File: config.mk
export PLATFORM = sky130hd
export DESIGN_NAME = texel_format_to_rgba8888_core_flat
export DESIGN_NICKNAME = d
export VERILOG_FILES = /design/src/tfr_pkg.sv /design/src/tfr_in_if.sv /design/src/tfr_out_if.sv /design/src/texel_format_to_rgba8888_core.sv /design/src/tfr_decode.sv /design/src/tfr_expand.sv /design/src/tfr_select.sv /design/src/flat_wrapper.sv
export SDC_FILE = /design/constraint.sdc
export NUM_CORES = 1
export LEC_CHECK = 0
export ABC_AREA = 1
export BUFFER_PORTS_ARGS = -buffer_cell sky130_fd_sc_hd__buf_4
export CELL_PAD_IN_SITES_DETAIL_PLACEMENT = 0
export CELL_PAD_IN_SITES_GLOBAL_PLACEMENT = 2
export CORE_ASPECT_RATIO = 0.9
export CORE_MARGIN = 3
export CORE_UTILIZATION = 39
export DETAILED_ROUTE_END_ITERATION = 7
export HOLD_SLACK_MARGIN = 0.15
export PLACE_DENSITY = 0.91
export SLEW_MARGIN = 40
export SYNTH_ARGS = -nofsm -noshare
export SYNTH_HDL_FRONTEND = slang
export SYNTH_SLANG_ARGS = --single-unit
File: constraint.sdc
create_clock -name clk -period 4.3 [get_ports clk]
set_clock_uncertainty 0.1 [all_clocks]
set_input_delay 0.43 -clock clk [delete_from_list [all_inputs] [get_ports clk]]
set_output_delay 0.43 -clock clk [all_outputs]
set_load 0.05 [all_outputs]
File: src/tfr_pkg.sv
// ----------------------------------------------------------------------------
// tfr_pkg
// Shared format codes, stage payload types and channel widening functions
// for the texel format converter.
// ----------------------------------------------------------------------------
`default_nettype none

package tfr_pkg;

  localparam int unsigned FMT_W = 4;

  localparam logic [FMT_W-1:0] FMT_RGBA8    = 4'd0;
  localparam logic [FMT_W-1:0] FMT_ARGB8    = 4'd1;
  localparam logic [FMT_W-1:0] FMT_RGB8     = 4'd2;
  localparam logic [FMT_W-1:0] FMT_ARGB4    = 4'd3;
  localparam logic [FMT_W-1:0] FMT_ARGB1555 = 4'd4;
  localparam logic [FMT_W-1:0] FMT_RGB565   = 4'd5;
  localparam logic [FMT_W-1:0] FMT_LA8      = 4'd6;
  localparam logic [FMT_W-1:0] FMT_L8       = 4'd7;
  localparam logic [FMT_W-1:0] FMT_A8       = 4'd8;

  localparam logic [7:0] CH_FULL = 8'hff;

  // one-hot format select, all zero for undefined codes
  typedef struct packed {
    logic rgba8;
    logic argb8;
    logic rgb8;
    logic argb4;
    logic argb1555;
    logic rgb565;
    logic la8;
    logic l8;
    logic a8;
  } tfr_sel_t;

  typedef struct packed {
    logic [7:0] a;
    logic [7:0] b;
    logic [7:0] g;
    logic [7:0] r;
  } tfr_px_t;

  // after decode
  typedef struct packed {
    tfr_sel_t   sel;
    logic [7:0] b0;
    logic [7:0] b1;
    logic [7:0] b2;
    logic [7:0] b3;
    logic       row_end;
  } tfr_s1_t;

  // after channel expansion
  typedef struct packed {
    tfr_sel_t   sel;
    logic [7:0] b0;
    logic [7:0] b1;
    logic [7:0] b2;
    logic [7:0] b3;
    tfr_px_t    argb4;
    tfr_px_t    argb1555;
    tfr_px_t    rgb565;
    logic       row_end;
  } tfr_s2_t;

  function automatic logic [7:0] widen4(input logic [3:0] v);
    return {v, v};
  endfunction

  function automatic logic [7:0] widen5(input logic [4:0] v);
    return {v, v[4:2]};
  endfunction

  function automatic logic [7:0] widen6(input logic [5:0] v);
    return {v, v[5:4]};
  endfunction

endpackage

`default_nettype wire

File: src/tfr_in_if.sv
// ----------------------------------------------------------------------------
// tfr_in_if
// Source pixel channel: four memory-order bytes and a row-end mark.
// ----------------------------------------------------------------------------
`default_nettype none

interface tfr_in_if;
  logic       valid;
  logic       ready;
  logic [7:0] byte_zero;
  logic [7:0] byte_one;
  logic [7:0] byte_two;
  logic [7:0] byte_three;
  logic       row_end_in;

  modport source (
    output valid, byte_zero, byte_one, byte_two, byte_three, row_end_in,
    input  ready
  );

  modport sink (
    input  valid, byte_zero, byte_one, byte_two, byte_three, row_end_in,
    output ready
  );
endinterface

`default_nettype wire

File: src/tfr_out_if.sv
// ----------------------------------------------------------------------------
// tfr_out_if
// Result channel: one packed rgba8888 texel and its row-end mark.
// ----------------------------------------------------------------------------
`default_nettype none

interface tfr_out_if;
  logic        valid;
  logic        ready;
  logic [31:0] texel;
  logic        row_end_out;

  modport source (
    output valid, texel, row_end_out,
    input  ready
  );

  modport sink (
    input  valid, texel, row_end_out,
    output ready
  );
endinterface

`default_nettype wire

File: src/texel_format_to_rgba8888_core.sv
// ----------------------------------------------------------------------------
// texel_format_to_rgba8888_core
// Converts one source pixel per unstalled cycle to an A,B,G,R 8888 texel.
// ----------------------------------------------------------------------------
// Usage:
//   in_ch carries the four memory-order bytes of one pixel and a row-end
//   mark; out_ch returns texel (alpha 31:24 .. red 7:0) and the same mark.
//   cfg_we/cfg_wdata set the source format; write it only while no item
//   is in flight. Codes 9 to 15 give a zero texel.
//   An accepted input passes through decode, channel widening and select
//   into the output register. Each of the three stages holds one item, so
//   an item can be taken every cycle while out_ch.ready is high.
//   Synchronous reset clears the stage valid bits and sets the format to
//   RGBA8. When out_ch.ready is low the output register holds its item and
//   empty stages ahead of it still fill; in_ch.ready drops only once all
//   three stages are occupied, so nothing is dropped or repeated.
// ----------------------------------------------------------------------------
`default_nettype none

module texel_format_to_rgba8888_core
  import tfr_pkg::*;
(
  input  wire logic             clk,
  input  wire logic             rst_n,
  tfr_in_if.sink                in_ch,
  tfr_out_if.source             out_ch,
  input  wire logic             cfg_we,
  input  wire logic [FMT_W-1:0] cfg_wdata
);

  logic [FMT_W-1:0] fmt_r;
  logic    adv1, adv2, adv3;
  logic    v1, v2, v3;
  tfr_s1_t s1;
  tfr_s2_t s2;

  always_ff @(posedge clk) begin
    if (!rst_n) begin
      fmt_r <= FMT_RGBA8;
    end else if (cfg_we) begin
      fmt_r <= cfg_wdata;
    end
  end

  // a stage moves when it is empty or the stage after it moves
  assign adv3 = !v3 || out_ch.ready;
  assign adv2 = !v2 || adv3;
  assign adv1 = !v1 || adv2;

  assign in_ch.ready = adv1;

  tfr_decode u_decode (
    .clk      (clk),
    .rst_n    (rst_n),
    .en       (adv1),
    .vld_in   (in_ch.valid),
    .fmt      (fmt_r),
    .b0       (in_ch.byte_zero),
    .b1       (in_ch.byte_one),
    .b2       (in_ch.byte_two),
    .b3       (in_ch.byte_three),
    .row_end  (in_ch.row_end_in),
    .vld_out  (v1),
    .data_out (s1)
  );

  tfr_expand u_expand (
    .clk      (clk),
    .rst_n    (rst_n),
    .en       (adv2),
    .vld_in   (v1),
    .data_in  (s1),
    .vld_out  (v2),
    .data_out (s2)
  );

  tfr_select u_select (
    .clk     (clk),
    .rst_n   (rst_n),
    .en      (adv3),
    .vld_in  (v2),
    .data_in (s2),
    .vld_out (v3),
    .texel   (out_ch.texel),
    .row_end (out_ch.row_end_out)
  );

  assign out_ch.valid = v3;

endmodule

`default_nettype wire

File: src/tfr_decode.sv
// ----------------------------------------------------------------------------
// tfr_decode
// Stage one: captures the source bytes and decodes the format code into a
// one-hot select.
// ----------------------------------------------------------------------------
`default_nettype none

module tfr_decode
  import tfr_pkg::*;
(
  input  wire logic             clk,
  input  wire logic             rst_n,
  input  wire logic             en,
  input  wire logic             vld_in,
  input  wire logic [FMT_W-1:0] fmt,
  input  wire logic [7:0]       b0,
  input  wire logic [7:0]       b1,
  input  wire logic [7:0]       b2,
  input  wire logic [7:0]       b3,
  input  wire logic             row_end,
  output logic                  vld_out,
  output tfr_s1_t               data_out
);

  logic    vld_r;
  tfr_s1_t data_r;
  tfr_s1_t data_nxt;
  tfr_sel_t sel;

  always_comb begin
    sel = '0;
    unique case (fmt)
      FMT_RGBA8:    sel.rgba8    = 1'b1;
      FMT_ARGB8:    sel.argb8    = 1'b1;
      FMT_RGB8:     sel.rgb8     = 1'b1;
      FMT_ARGB4:    sel.argb4    = 1'b1;
      FMT_ARGB1555: sel.argb1555 = 1'b1;
      FMT_RGB565:   sel.rgb565   = 1'b1;
      FMT_LA8:      sel.la8      = 1'b1;
      FMT_L8:       sel.l8       = 1'b1;
      FMT_A8:       sel.a8       = 1'b1;
      default:      sel          = '0;
    endcase
  end

  always_comb begin
    data_nxt.sel     = sel;
    data_nxt.b0      = b0;
    data_nxt.b1      = b1;
    data_nxt.b2      = b2;
    data_nxt.b3      = b3;
    data_nxt.row_end = row_end;
  end

  always_ff @(posedge clk) begin
    if (!rst_n) begin
      vld_r <= 1'b0;
    end else if (en) begin
      vld_r <= vld_in;
    end
  end

  always_ff @(posedge clk) begin
    if (en) begin
      data_r <= data_nxt;
    end
  end

  assign vld_out  = vld_r;
  assign data_out = data_r;

endmodule

`default_nettype wire

File: src/tfr_expand.sv
// ----------------------------------------------------------------------------
// tfr_expand
// Stage two: widens the narrow channels of the 16-bit formats to 8 bits.
// ----------------------------------------------------------------------------
`default_nettype none

module tfr_expand
  import tfr_pkg::*;
(
  input  wire logic    clk,
  input  wire logic    rst_n,
  input  wire logic    en,
  input  wire logic    vld_in,
  input  wire tfr_s1_t data_in,
  output logic         vld_out,
  output tfr_s2_t      data_out
);

  logic        vld_r;
  tfr_s2_t     data_r;
  tfr_s2_t     data_nxt;
  logic [15:0] half;

  // 16-bit formats read the halfword big-endian
  assign half = {data_in.b0, data_in.b1};

  always_comb begin
    data_nxt.sel     = data_in.sel;
    data_nxt.b0      = data_in.b0;
    data_nxt.b1      = data_in.b1;
    data_nxt.b2      = data_in.b2;
    data_nxt.b3      = data_in.b3;
    data_nxt.row_end = data_in.row_end;

    data_nxt.argb4.a = widen4(half[15:12]);
    data_nxt.argb4.r = widen4(half[11:8]);
    data_nxt.argb4.g = widen4(half[7:4]);
    data_nxt.argb4.b = widen4(half[3:0]);

    data_nxt.argb1555.a = half[15] ? CH_FULL : 8'h00;
    data_nxt.argb1555.r = widen5(half[14:10]);
    data_nxt.argb1555.g = widen5(half[9:5]);
    data_nxt.argb1555.b = widen5(half[4:0]);

    data_nxt.rgb565.a = CH_FULL;
    data_nxt.rgb565.r = widen5(half[15:11]);
    data_nxt.rgb565.g = widen6(half[10:5]);
    data_nxt.rgb565.b = widen5(half[4:0]);
  end

  always_ff @(posedge clk) begin
    if (!rst_n) begin
      vld_r <= 1'b0;
    end else if (en) begin
      vld_r <= vld_in;
    end
  end

  always_ff @(posedge clk) begin
    if (en) begin
      data_r <= data_nxt;
    end
  end

  assign vld_out  = vld_r;
  assign data_out = data_r;

endmodule

`default_nettype wire

File: src/tfr_select.sv
// ----------------------------------------------------------------------------
// tfr_select
// Stage three: picks the channels of the selected format and holds the
// packed texel in the output register.
// ----------------------------------------------------------------------------
`default_nettype none

module tfr_select
  import tfr_pkg::*;
(
  input  wire logic    clk,
  input  wire logic    rst_n,
  input  wire logic    en,
  input  wire logic    vld_in,
  input  wire tfr_s2_t data_in,
  output logic         vld_out,
  output logic [31:0]  texel,
  output logic         row_end
);

  logic    vld_r;
  tfr_px_t px_r;
  tfr_px_t px_nxt;
  logic    row_end_r;
  tfr_sel_t s;

  assign s = data_in.sel;

  // and-or select; undefined codes leave every select low, giving zero
  always_comb begin
    px_nxt = '0;
    px_nxt = px_nxt | ({32{s.rgba8}} &
             {data_in.b3, data_in.b2, data_in.b1, data_in.b0});
    px_nxt = px_nxt | ({32{s.argb8}} &
             {data_in.b0, data_in.b3, data_in.b2, data_in.b1});
    px_nxt = px_nxt | ({32{s.rgb8}} &
             {CH_FULL, data_in.b2, data_in.b1, data_in.b0});
    px_nxt = px_nxt | ({32{s.argb4}} & data_in.argb4);
    px_nxt = px_nxt | ({32{s.argb1555}} & data_in.argb1555);
    px_nxt = px_nxt | ({32{s.rgb565}} & data_in.rgb565);
    px_nxt = px_nxt | ({32{s.la8}} &
             {data_in.b1, data_in.b0, data_in.b0, data_in.b0});
    px_nxt = px_nxt | ({32{s.l8}} &
             {CH_FULL, data_in.b0, data_in.b0, data_in.b0});
    px_nxt = px_nxt | ({32{s.a8}} &
             {data_in.b0, CH_FULL, CH_FULL, CH_FULL});
  end

  always_ff @(posedge clk) begin
    if (!rst_n) begin
      vld_r <= 1'b0;
    end else if (en) begin
      vld_r <= vld_in;
    end
  end

  always_ff @(posedge clk) begin
    if (en) begin
      px_r      <= px_nxt;
      row_end_r <= data_in.row_end;
    end
  end

  assign vld_out = vld_r;
  assign texel   = px_r;
  assign row_end = row_end_r;

endmodule

`default_nettype wire
File: src/flat_wrapper.sv
// flat-port wrapper written by rule: the top's interface ports become plain ports
module texel_format_to_rgba8888_core_flat import tfr_pkg::*;
  (clk, rst_n, cfg_we, cfg_wdata, in_ch_valid, in_ch_byte_zero, in_ch_byte_one, in_ch_byte_two, in_ch_byte_three, in_ch_row_end_in, in_ch_ready, out_ch_valid, out_ch_texel, out_ch_row_end_out, out_ch_ready);
  tfr_in_if in_ch_i ();
  tfr_out_if out_ch_i ();
  input  wire logic clk;
  input  wire logic rst_n;
  input  wire logic cfg_we;
  input  wire logic [FMT_W-1:0] cfg_wdata;
  input wire logic [$bits(in_ch_i.valid)-1:0] in_ch_valid;
  input wire logic [$bits(in_ch_i.byte_zero)-1:0] in_ch_byte_zero;
  input wire logic [$bits(in_ch_i.byte_one)-1:0] in_ch_byte_one;
  input wire logic [$bits(in_ch_i.byte_two)-1:0] in_ch_byte_two;
  input wire logic [$bits(in_ch_i.byte_three)-1:0] in_ch_byte_three;
  input wire logic [$bits(in_ch_i.row_end_in)-1:0] in_ch_row_end_in;
  output wire logic [$bits(in_ch_i.ready)-1:0] in_ch_ready;
  output wire logic [$bits(out_ch_i.valid)-1:0] out_ch_valid;
  output wire logic [$bits(out_ch_i.texel)-1:0] out_ch_texel;
  output wire logic [$bits(out_ch_i.row_end_out)-1:0] out_ch_row_end_out;
  input wire logic [$bits(out_ch_i.ready)-1:0] out_ch_ready;
  assign in_ch_i.valid = in_ch_valid;
  assign in_ch_i.byte_zero = in_ch_byte_zero;
  assign in_ch_i.byte_one = in_ch_byte_one;
  assign in_ch_i.byte_two = in_ch_byte_two;
  assign in_ch_i.byte_three = in_ch_byte_three;
  assign in_ch_i.row_end_in = in_ch_row_end_in;
  assign in_ch_ready = in_ch_i.ready;
  assign out_ch_valid = out_ch_i.valid;
  assign out_ch_texel = out_ch_i.texel;
  assign out_ch_row_end_out = out_ch_i.row_end_out;
  assign out_ch_i.ready = out_ch_ready;
  texel_format_to_rgba8888_core u_core (.clk(clk), .rst_n(rst_n), .in_ch(in_ch_i), .out_ch(out_ch_i), .cfg_we(cfg_we), .cfg_wdata(cfg_wdata));
endmodule
Yosys cells after proc, flatten, opt, wreduce, memory -nomap -nowiden
Index checks and enable logic that the tools add are counted.
W data, S select, Z words.
{"block": "totals", "ram_bits": 0, "word_cells": 89, "latchBits": 0, "out_inout_bits": 35, "inputBits": 42, "n_memories": 0, "mem_bits_ro": 0, "reg_bits": 204}
{"block": "op_classes", "n_mul": 0, "eq_ne": 8, "reduce_logical": 7, "shift": 0, "bitwise_logic": 17, "n_addsub": 0, "div_mod_pow": 0, "n_mux": 10, "order_cmp": 0}
{"operator": "$and A32 B32 Y32", "count": 9}
{"operator": "$or A32 B32 Y32", "count": 8}
{"operator": "$eq A4 B3 Y1 const B", "count": 4}
{"operator": "$mux W1", "count": 9}
{"operator": "$eq A4 B2 Y1 const B", "count": 2}
{"operator": "$mux W8", "count": 1}
{"operator": "$eq A4 B1 Y1 const B", "count": 1}
{"operator": "$eq A4 B4 Y1 const B", "count": 1}
{"operator": "$logic_not A4 Y1", "count": 1}
{"operator": "$logic_not A1 Y1", "count": 3}
{"operator": "$logic_or A1 B1 Y1", "count": 3}

Logic depth before layout (Yosys ltp)
Gate-level depths: netlist of the first run.
{"block": "depth", "depth_word": 9, "ltp_mapped": 6, "mapped_depth_nobuf": 4}

Modules after synthesis
From an unflattened synthesis of the first run, not the netlist that was laid out.
{"block": "unflattened", "hier_cells": 644, "area_unflattened_um2": 6133.4}
{"mod": "tfr_select", "area_per_inst_um2": 2538.7, "seq_area_each_um2": 1011.0, "cells_each": 402, "instances": 1}
{"mod": "tfr_expand", "area_per_inst_um2": 2026.9, "seq_area_each_um2": 1281.2, "cells_each": 145, "instances": 1}
{"mod": "tfr_decode", "area_per_inst_um2": 1382.6, "seq_area_each_um2": 1281.2, "cells_each": 68, "instances": 1}
{"mod": "texel_format_to_rgba8888_core", "area_per_inst_um2": 185.2, "seq_area_each_um2": 80.1, "cells_each": 29, "instances": 1}

Worst setup path after synthesis of the first run
No wires, ideal clock.
{"block": "synth_timing", "kind": "register -> register", "start": "reg u_core.u_select.vld_r, in the netlist u_core.u_select.vld_out", "end": "reg u_core.u_decode.data_r, in the netlist u_core.u_decode.data_out[0] (enable)", "setup_slack_ps": 899, "setup_ps": 922, "required_time_ps": 3278, "path_buffers": 0, "path_stages_with_launch": 2, "arrival_ps": 2379, "cell_sequence": "dfxtp_1 nand4_1"}
{"block": "synth_between", "elab_chain_cells": 4}
{"item": "from (decl)", "line": "tfr_select.sv:21", "rtl": "logic vld_r;"}
{"item": "from (signal assigned)", "line": "tfr_select.sv:53", "rtl": "vld_r <= vld_in;"}
{"item": "$logic_not A1 Y1", "line": "texel_format_to_rgba8888_core.sv:46", "rtl": "assign adv3 = !v3 || out_ch.ready;"}
{"item": "$logic_or A1 B1 Y1", "line": "texel_format_to_rgba8888_core.sv:46"}
{"item": "$logic_or A1 B1 Y1", "line": "texel_format_to_rgba8888_core.sv:47", "rtl": "assign adv2 = !v2 || adv3;"}
{"item": "$logic_or A1 B1 Y1", "line": "texel_format_to_rgba8888_core.sv:48", "rtl": "assign adv1 = !v1 || adv2;"}
{"item": "via in_ch_ready", "line": "flat_wrapper.sv:16", "rtl": "output wire logic [$bits(in_ch_i.ready)-1:0] in_ch_ready;"}
{"item": "to (signal assigned)", "line": "tfr_decode.sv:65", "rtl": "data_r <= data_nxt;"}
{"item": "to (decl)", "line": "tfr_decode.sv:26", "rtl": "tfr_s1_t data_r;"}
The timed path passes the listed nets, and every way through them passes these cells.
A chain may end at the register's enable or synchronous reset.

Worst setup path after layout of the first run
{"block": "layout_timing", "start": "reg u_core.u_select.vld_r, in the netlist u_core.u_select.vld_out", "end": "out in_ch_ready"}
{"block": "layout_between", "elab_chain_cells": 4}
{"item": "$logic_not A1 Y1", "line": "texel_format_to_rgba8888_core.sv:46"}
{"item": "$logic_or A1 B1 Y1", "line": "texel_format_to_rgba8888_core.sv:46"}
{"item": "$logic_or A1 B1 Y1", "line": "texel_format_to_rgba8888_core.sv:47"}
{"item": "$logic_or A1 B1 Y1", "line": "texel_format_to_rgba8888_core.sv:48"}
{"item": "to (decl)", "line": "flat_wrapper.sv:16"}
Every way passes these cells.

==> impl_metrics.json, run 1 <==
{
  "post-route-min-period_ns": 2.19,
  "cp_max_fo": 44,
  "clk_latency_ns": 0.42,
  "area_growth_pct": 34.0,
  "antenna_found_initial": 0,
  "irDropWorstVdd_mv": 0.369,
  "synth_cell_type_count": 23,
  "power_frac_clock_pct": 43.7,
  "status": "finished clean",
  "hold_viol": 0,
  "p_int_mw": 2.74,
  "ys_warn_count": 0,
  "detail-route-antenna-nets": 0,
  "grt_max_degree": 45,
  "worst_ep_arrival_time_ns": 1.66,
  "core-area_sq_um": 12800,
  "cts_sinks": 124,
  "rsz0062_at_grt": "false",
  "syn_area_per_cell_sq_um": 10.8,
  "io_buffer_count": 76,
  "drt-vias-per-instance": 4.65,
  "crit_type": "reg2out",
  "die_w_um": 128,
  "tightest_slew_ns": 0.666,
  "dp_hpwl_um": 7830,
  "synth_compound_area_share_pct": 1.64,
  "p_comb_share_pct": 15.3,
  "root_buffer": "clkbuf_16",
  "die_y_um": 115,
  "gp_congestion": 0.827,
  "report.final.slew_viol_count": 0,
  "whs_ns": 0.180,
  "post_synth_fa_ha_maj_area_fraction_pct": 0,
  "pin_count": 77,
  "maxSlewHeadroom_pct": 55.6,
  "start_kind": "flip-flop",
  "final_net_count": 645,
  "swShare_pct": 26.0,
  "hold_buffers": 35,
  "total_power_mw": 3.71,
  "rows": 39,
  "firstDrtPassIters": 4,
  "drtIter0Drc": 270,
  "synthesis.nets": 523,
  "postSynthCellCount": 481,
  "ys_ff_latch": 124,
  "grt_pass1_vias": 3529,
  "dieArea_sq_um": 14700,
  "grt_first_pass_wirelength_um": 18700,
  "p_seq_share_pct": 41.0,
  "grt_use_total_pct": 17.3,
  "register_area_sq_um": 3650,
  "wl_per_cell_um": 15.1,
  "htreeDepth": 4,
  "drive_gt1_share_pct": 21.4,
  "cp-end-kind": "output pin",
  "leakage_nw": 3.25,
  "wirelength_um": 11800,
  "yosys.area_share.simple_pct": 23.0,
  "fmax_mhz": 457,
  "period_share_pct": 50.9,
  "p_sw_mw": 0.964,
  "grt-ovfl-total": 0,
  "post_cts_buffers": 0,
  "ctsLongestPathBuffers": 2,
  "cts_tree": "yes",
  "power_density_nw_per_um2": 533,
  "synth_top_family_by_area": "simple AND/OR/NAND/NOR gates",
  "post_cts_resized": 0,
  "post-route-util_pct": 54.2,
  "maxCapViolations": 0,
  "hp-class": "in2reg",
  "synth_xor_area_share_pct": 0,
  "cts_buffers": 17,
  "setup_viol": 0,
  "num-fill-cells": 1142,
  "tns_ns": 0,
  "synthMuxAreaShare_pct": 0,
  "ys_seq_area_share_pct": 70.3,
  "num_antenna_cells": 0,
  "required_ns": 3.77,
  "rrSetupSlack_ns": 2.62,
  "dr_total_vias": 3629,
  "syn_area_sq_um": 5190,
  "layout_commonest_cell": "nand2_1",
  "drc": 0,
  "layout.cells.non_filler": 780,
  "layout_common_cells": "nand2_1 (151), edfxtp_1 (117), buf_4 (78)",
  "clkTransAtPathRegs_ns": 0.05,
  "multiInputGateArea_sq_um": 1290,
  "dp_cells": 713,
  "start_util_pct": 40.5
}
==> layer usage <==
| layer | vias up | track usage, % | share of wire (%) |
|---|---|---|---|
| met5 | - | 0 | 0 |
| met3 | 11 | 5.53 | 6.1 |
| met4 | 0 | 6.36 | 1.5 |
| met2 | 94 | 27.7 | 49 |
| li1 | 1834 | - | - |
| met1 | 1690 | 22.2 | 43 |
==> critical path, stage by stage (launching register included) <==
cell,delay (ns)
dfxtp_1,0.35
nand4_1,0.10
buf_4,0.47
buf_4,0.30
==> cells by family (layout without fill, tap and decap cells) <==
logic type,Yosys count,count (layout)
and+or+nand+nor,281,281
AOI/OAI and AO/OA,17,17
buffers and inverters,59,194
DFF,124,124
==> cell type report <==
cell class,instances,area share (%)
sequential,124,52.5
multi-input combinational,298,18.6
timing repair buffer,114,13.6
clock buffer,19,6.36
clock inverter,13,3.42
tap,164,2.95
inverter,48,2.62
==> registers in the layout, summed over array words and instances, names as in the netlist <==
name and count:
u_core.u_decode.data_out 42, u_core.u_decode.vld_out 1, u_core.u_expand.vld_out 1, u_core.u_select.row_end 1, u_core.u_select.texel 32, u_core.fmt_r 4, u_core.u_select.vld_out 1, u_core.u_expand.data_out 42
==> metrics by stage <==
step / setup WS [ns] / cell area, sq um
after floorplan: 0.899 / 5190
after detailed placement: 2.30 / 5930
after global routing: 1.98 / 6960
after CTS: 2.07 / 6960
final: 2.11 / 6960
after global placement: 2.22 / 5910
==> synth_stat cells (all sizes together) <==
master	instances	area (sq um)
nand2	161	629
edfxtp	117	3510
nor2	78	317
inv	48	183
nand3	31	185
a21oi	13	65.1
buf	10	75.1
dfxtp	7	140
nor3	7	35.0
o21ai	4	20.0
nand3b	2	15.0
clkbuf	1	5.00
nand4	1	6.26
or2	1	6.26
==> power groups by stage <==
stage                     combinational [mW]  clock [mW]  sequential (mW)
after floorplan                        0.152           0             1.75
after global placement                 0.535           0             1.55
after detailed placement               0.542           0             1.55
after CTS                              0.569        1.65             1.52
after global routing                   0.604        1.71             1.54
final                                  0.566        1.62             1.52
==> final timing paths <==
check | startpoint | to | cells after the start
setup / recovery | u_core.u_select.vld_out | in_ch_ready | 3
hold / removal | cfg_we | u_core.fmt_r[2] | 3
setup reg to reg | u_core.u_expand.data_out[137] | u_core.u_select.texel[11] | 4
hold reg to reg | u_core.u_decode.data_out[32] | u_core.u_expand.data_out[92] | 0
(Power assumes the default switching activity.)
==> run 2, diff against run 1 <==
- ABC_AREA: 1 -> 0
- CORE_UTILIZATION: 39 -> 40
- PLACE_DENSITY: 0.91 -> 0.87
- clock period: 4.3 -> 2.2 ns (I/O delays scaled with it)
==> run 2 against run 1 <==
Clock power rose by 72%. Cell count fell by 26%. Via count is 15% lower. Setup slack got worse by 2.0 ns. Global-route usage decreased by 0.55 points. First-iteration DRC count up 62%. Hold slack better by 0.14 ns. Critical path type is now in2out. Synthesized cell count shrank 42%. Die area decreased by 12%. Register-to-register slack got worse by 2.3 ns.
==> impl_metrics.json, run 2 <==
{
  "period_share_pct": 94.4,
  "cp_cell_sequence": "dlygate4sd3_1 -> buf_4 -> nor2b_2 -> nand3_4 -> buf_4",
  "cpMaxStageDelayCell": "dlygate4sd3_1",
  "drive_gt1_share_pct": 28.5,
  "synthesis.nets": 322,
  "grt-ovfl-total": 0,
  "dieArea_sq_um": 12900,
  "post_cts_buffers": 0,
  "grt_first_pass_wirelength_um": 16300,
  "power_frac_clock_pct": 41.5,
  "swShare_pct": 26.0,
  "fmax_mhz": 481,
  "cts_tree": "yes",
  "met2_usage_pct": 26.3,
  "ys_seq_area_share_pct": 78.8,
  "maxCapViolations": 0,
  "maxSlewHeadroom_pct": 63.8,
  "grt_busiest_layer": "met2",
  "reg2reg_depth": 3,
  "area_growth_pct": 39.7,
  "grt_use_met1_pct": 22.3,
  "htreeDepth": 4,
  "die_y_um": 108,
  "hp-class": "reg2reg",
  "leakage_nw": 2.57,
  "final_net_count": 457,
  "cpPeakStageDelay_ns": 0.54,
  "die_w_um": 119,
  "wirelength_um": 10600,
  "yosys-top-cells-area": "edfxtp_1 (76%), a222oi_1 (4.7%), dfxtp_1 (3.0%)",
  "detail-route-antenna-nets": 0,
  "report.final.slew_viol_count": 0,
  "register_area_sq_um": 3650,
  "multiInputGateArea_sq_um": 913,
  "rrSetupSlack_ns": 0.33,
  "worst_ep_arrival_time_ns": 1.76,
  "clk_latency_ns": 0.40,
  "min_to": "u_core.u_expand.data_out[97]",
  "synth_flop_cell": "edfxtp_1",
  "crit_type": "in2out",
  "p_seq_share_pct": 43.9,
  "power_density_nw_per_um2": 1030,
  "drc": 0,
  "postSynthCellCount": 280,
  "wl_per_cell_um": 18.3,
  "cts_buffers": 17,
  "root_buffer": "clkbuf_16",
  "cts_sinks": 124,
  "tightest_slew_ns": 0.543,
  "clkTransAtPathRegs_ns": 0.05,
  "syn_area_per_cell_sq_um": 16.6,
  "r2r-end": "u_core.u_select.texel[2]",
  "crit_top_cell": "buf_4",
  "io_buffer_count": 76,
  "layout_commonest_cell": "edfxtp_1",
  "firstDrtPassIters": 6,
  "synth.most_common_cell": "edfxtp_1",
  "synth_top_area_share_pct": 75.8,
  "hp-start": "u_core.u_decode.data_out[1]",
  "synth_edf_count": 117,
  "rows": 36,
  "num-fill-cells": 862,
  "r2r_start": "u_core.u_expand.data_out[131]",
  "required_ns": 1.88,
  "num_antenna_cells": 0,
  "ys_warn_count": 0,
  "drtIter0Drc": 438,
  "grt_max_degree": 43,
  "layout_common_cells": "edfxtp_1 (117), buf_4 (86), dlygate4sd3_1 (45)",
  "cp_max_fo": 16,
  "p_sw_mw": 1.74,
  "place_area_sq_um": 5430,
  "design_area_sq_um": 6480,
  "dr_total_vias": 3082,
  "start_kind": "input port",
  "p_int_mw": 4.95,
  "synth_cell_type_count": 30,
  "cp-end-kind": "output pin",
  "start_util_pct": 41.8,
  "syn_area_sq_um": 4640,
  "drt-vias-per-instance": 5.31,
  "rsz0062_at_grt": "false",
  "antenna_found_initial": 0,
  "grt_use_total_pct": 16.7,
  "whs_path_depth": 0,
  "synth_top_area_cell": "edfxtp_1",
  "status": "finished clean",
  "tns_ns": 0,
  "irDropWorstVdd_mv": 0.608,
  "core-area_sq_um": 11100,
  "ctsLongestPathBuffers": 2,
  "setup_viol": 0,
  "met3_usage_pct": 5.18,
  "ys_ff_latch": 124,
  "p_comb_share_pct": 14.6,
  "grt_pass1_vias": 2992,
  "dp_hpwl_um": 6850,
  "ys_top_cells_by_count": "edfxtp_1 (117), nand2_1 (23), a222oi_1 (22)",
  "gp_congestion": 0.938,
  "hold_viol": 0,
  "post-route-min-period_ns": 2.08,
  "async_flop_share_pct": 0,
  "pin_count": 77
}
-- run 2: cell types whose count changed in the layout (fill, tap and decap cells not counted), moves of 9 or more --
cell | before | now
a222oi_1 | 0 | 22
dlygate4sd3_1 | 35 | 45
inv_1 | 46 | 2
nand2_1 | 151 | 22
nand2_2 | 10 | 1
nor2_1 | 76 | 3
o21ai_0 | 4 | 13
-- run 2: metrics by stage --
step | power, mW | util [%] | instances | hold slack [ns] | setup WS (ns)
6_report | 6.69 | 58.4 | 580 | 0.316 | 0.123
5_1_grt | 6.93 | 58.4 | 580 | 0.324 | 0.0684
4_1_cts | 6.74 | 58.3 | 579 | 0.158 | 0.0715
3_5_place_dp | 3.90 | 49.0 | 503 | 0.299 | 0.376
3_3_place_gp | 3.88 | 49.0 | 503 | 0.299 | 0.395
2_1_floorplan | 3.56 | - | 280 | 0.219 | 0.0955
-- run 2: timing repair --
action | CTS | global route
endpoints found under the setup margin | 0 | 1
endpoints found under the hold margin | 40 | 1
hold buffers | 44 | 1
gates resized for setup | 0 | 1
-- run 2: logic make-up (layout without fill, tap and decap cells) --
| logic type | count (synthesis) | in the layout | share of synthesized area (%) |
|---|---|---|---|
| DFF | 124 | 124 | 78.8 |
| and+or+nand+nor | 72 | 72 | 7.88 |
| AOI/OAI and AO/OA | 62 | 62 | 10.6 |
| buffers and inverters | 18 | 166 | 1.89 |
| muxes | 4 | 4 | 0.863 |
-- run 2: cell type report --
class / instances / area share (%)
Tap cell: 152 / 2.94
Sequential cell: 124 / 56.4
Inverter: 2 / 0.116
Clock inverter: 14 / 2.57
Multi-Input combinational cell: 138 / 14.1
Clock buffer: 18 / 6.63
Timing Repair Buffer: 132 / 17.2
-- run 2: worst max path at each step --
| stage | start | endpoint | slack, ns | cells past startpoint |
|---|---|---|---|---|
| 2_1_floorplan | u_core.u_select.vld_out | u_core.u_decode.data_out[0] | 0.1 | 2 |
| 3_5_place_dp | u_core.u_expand.data_out[137] | u_core.u_select.texel[2] | 0.38 | 3 |
| 4_1_cts | u_core.u_select.vld_out | in_ch_ready | 0.07 | 3 |
| 5_1_grt | out_ch_ready | in_ch_ready | 0.07 | 5 |
| 3_3_place_gp | u_core.u_expand.data_out[137] | u_core.u_select.texel[21] | 0.39 | 3 |
| 6_report | out_ch_ready | in_ch_ready | 0.12 | 5 |
-- run 2: power groups by stage --
stage | sequential [mW] | combinational (mW) | clock, mW
2_1_floorplan | 3.35 | 0.212 | 0
5_1_grt | 2.96 | 1.03 | 2.94
4_1_cts | 2.94 | 0.979 | 2.82
3_5_place_dp | 2.98 | 0.914 | 0
3_3_place_gp | 2.98 | 0.907 | 0
6_report | 2.94 | 0.980 | 2.78
-- run 2: worst max-delay path, delay by kind of cell --
family / cells / cell delay (ns)
buffers and inverters: 3 / 0.98
AND/OR/NAND/NOR: 2 / 0.54
-- run 2: metal layers --
| metal | wire length, um | part of all wire (%) |
|---|---|---|
| met5 | 0 | 0 |
| met2 | 5010 | 47 |
| met1 | 4440 | 42 |
| met3 | 1010 | 9.5 |
| met4 | 131 | 1.2 |
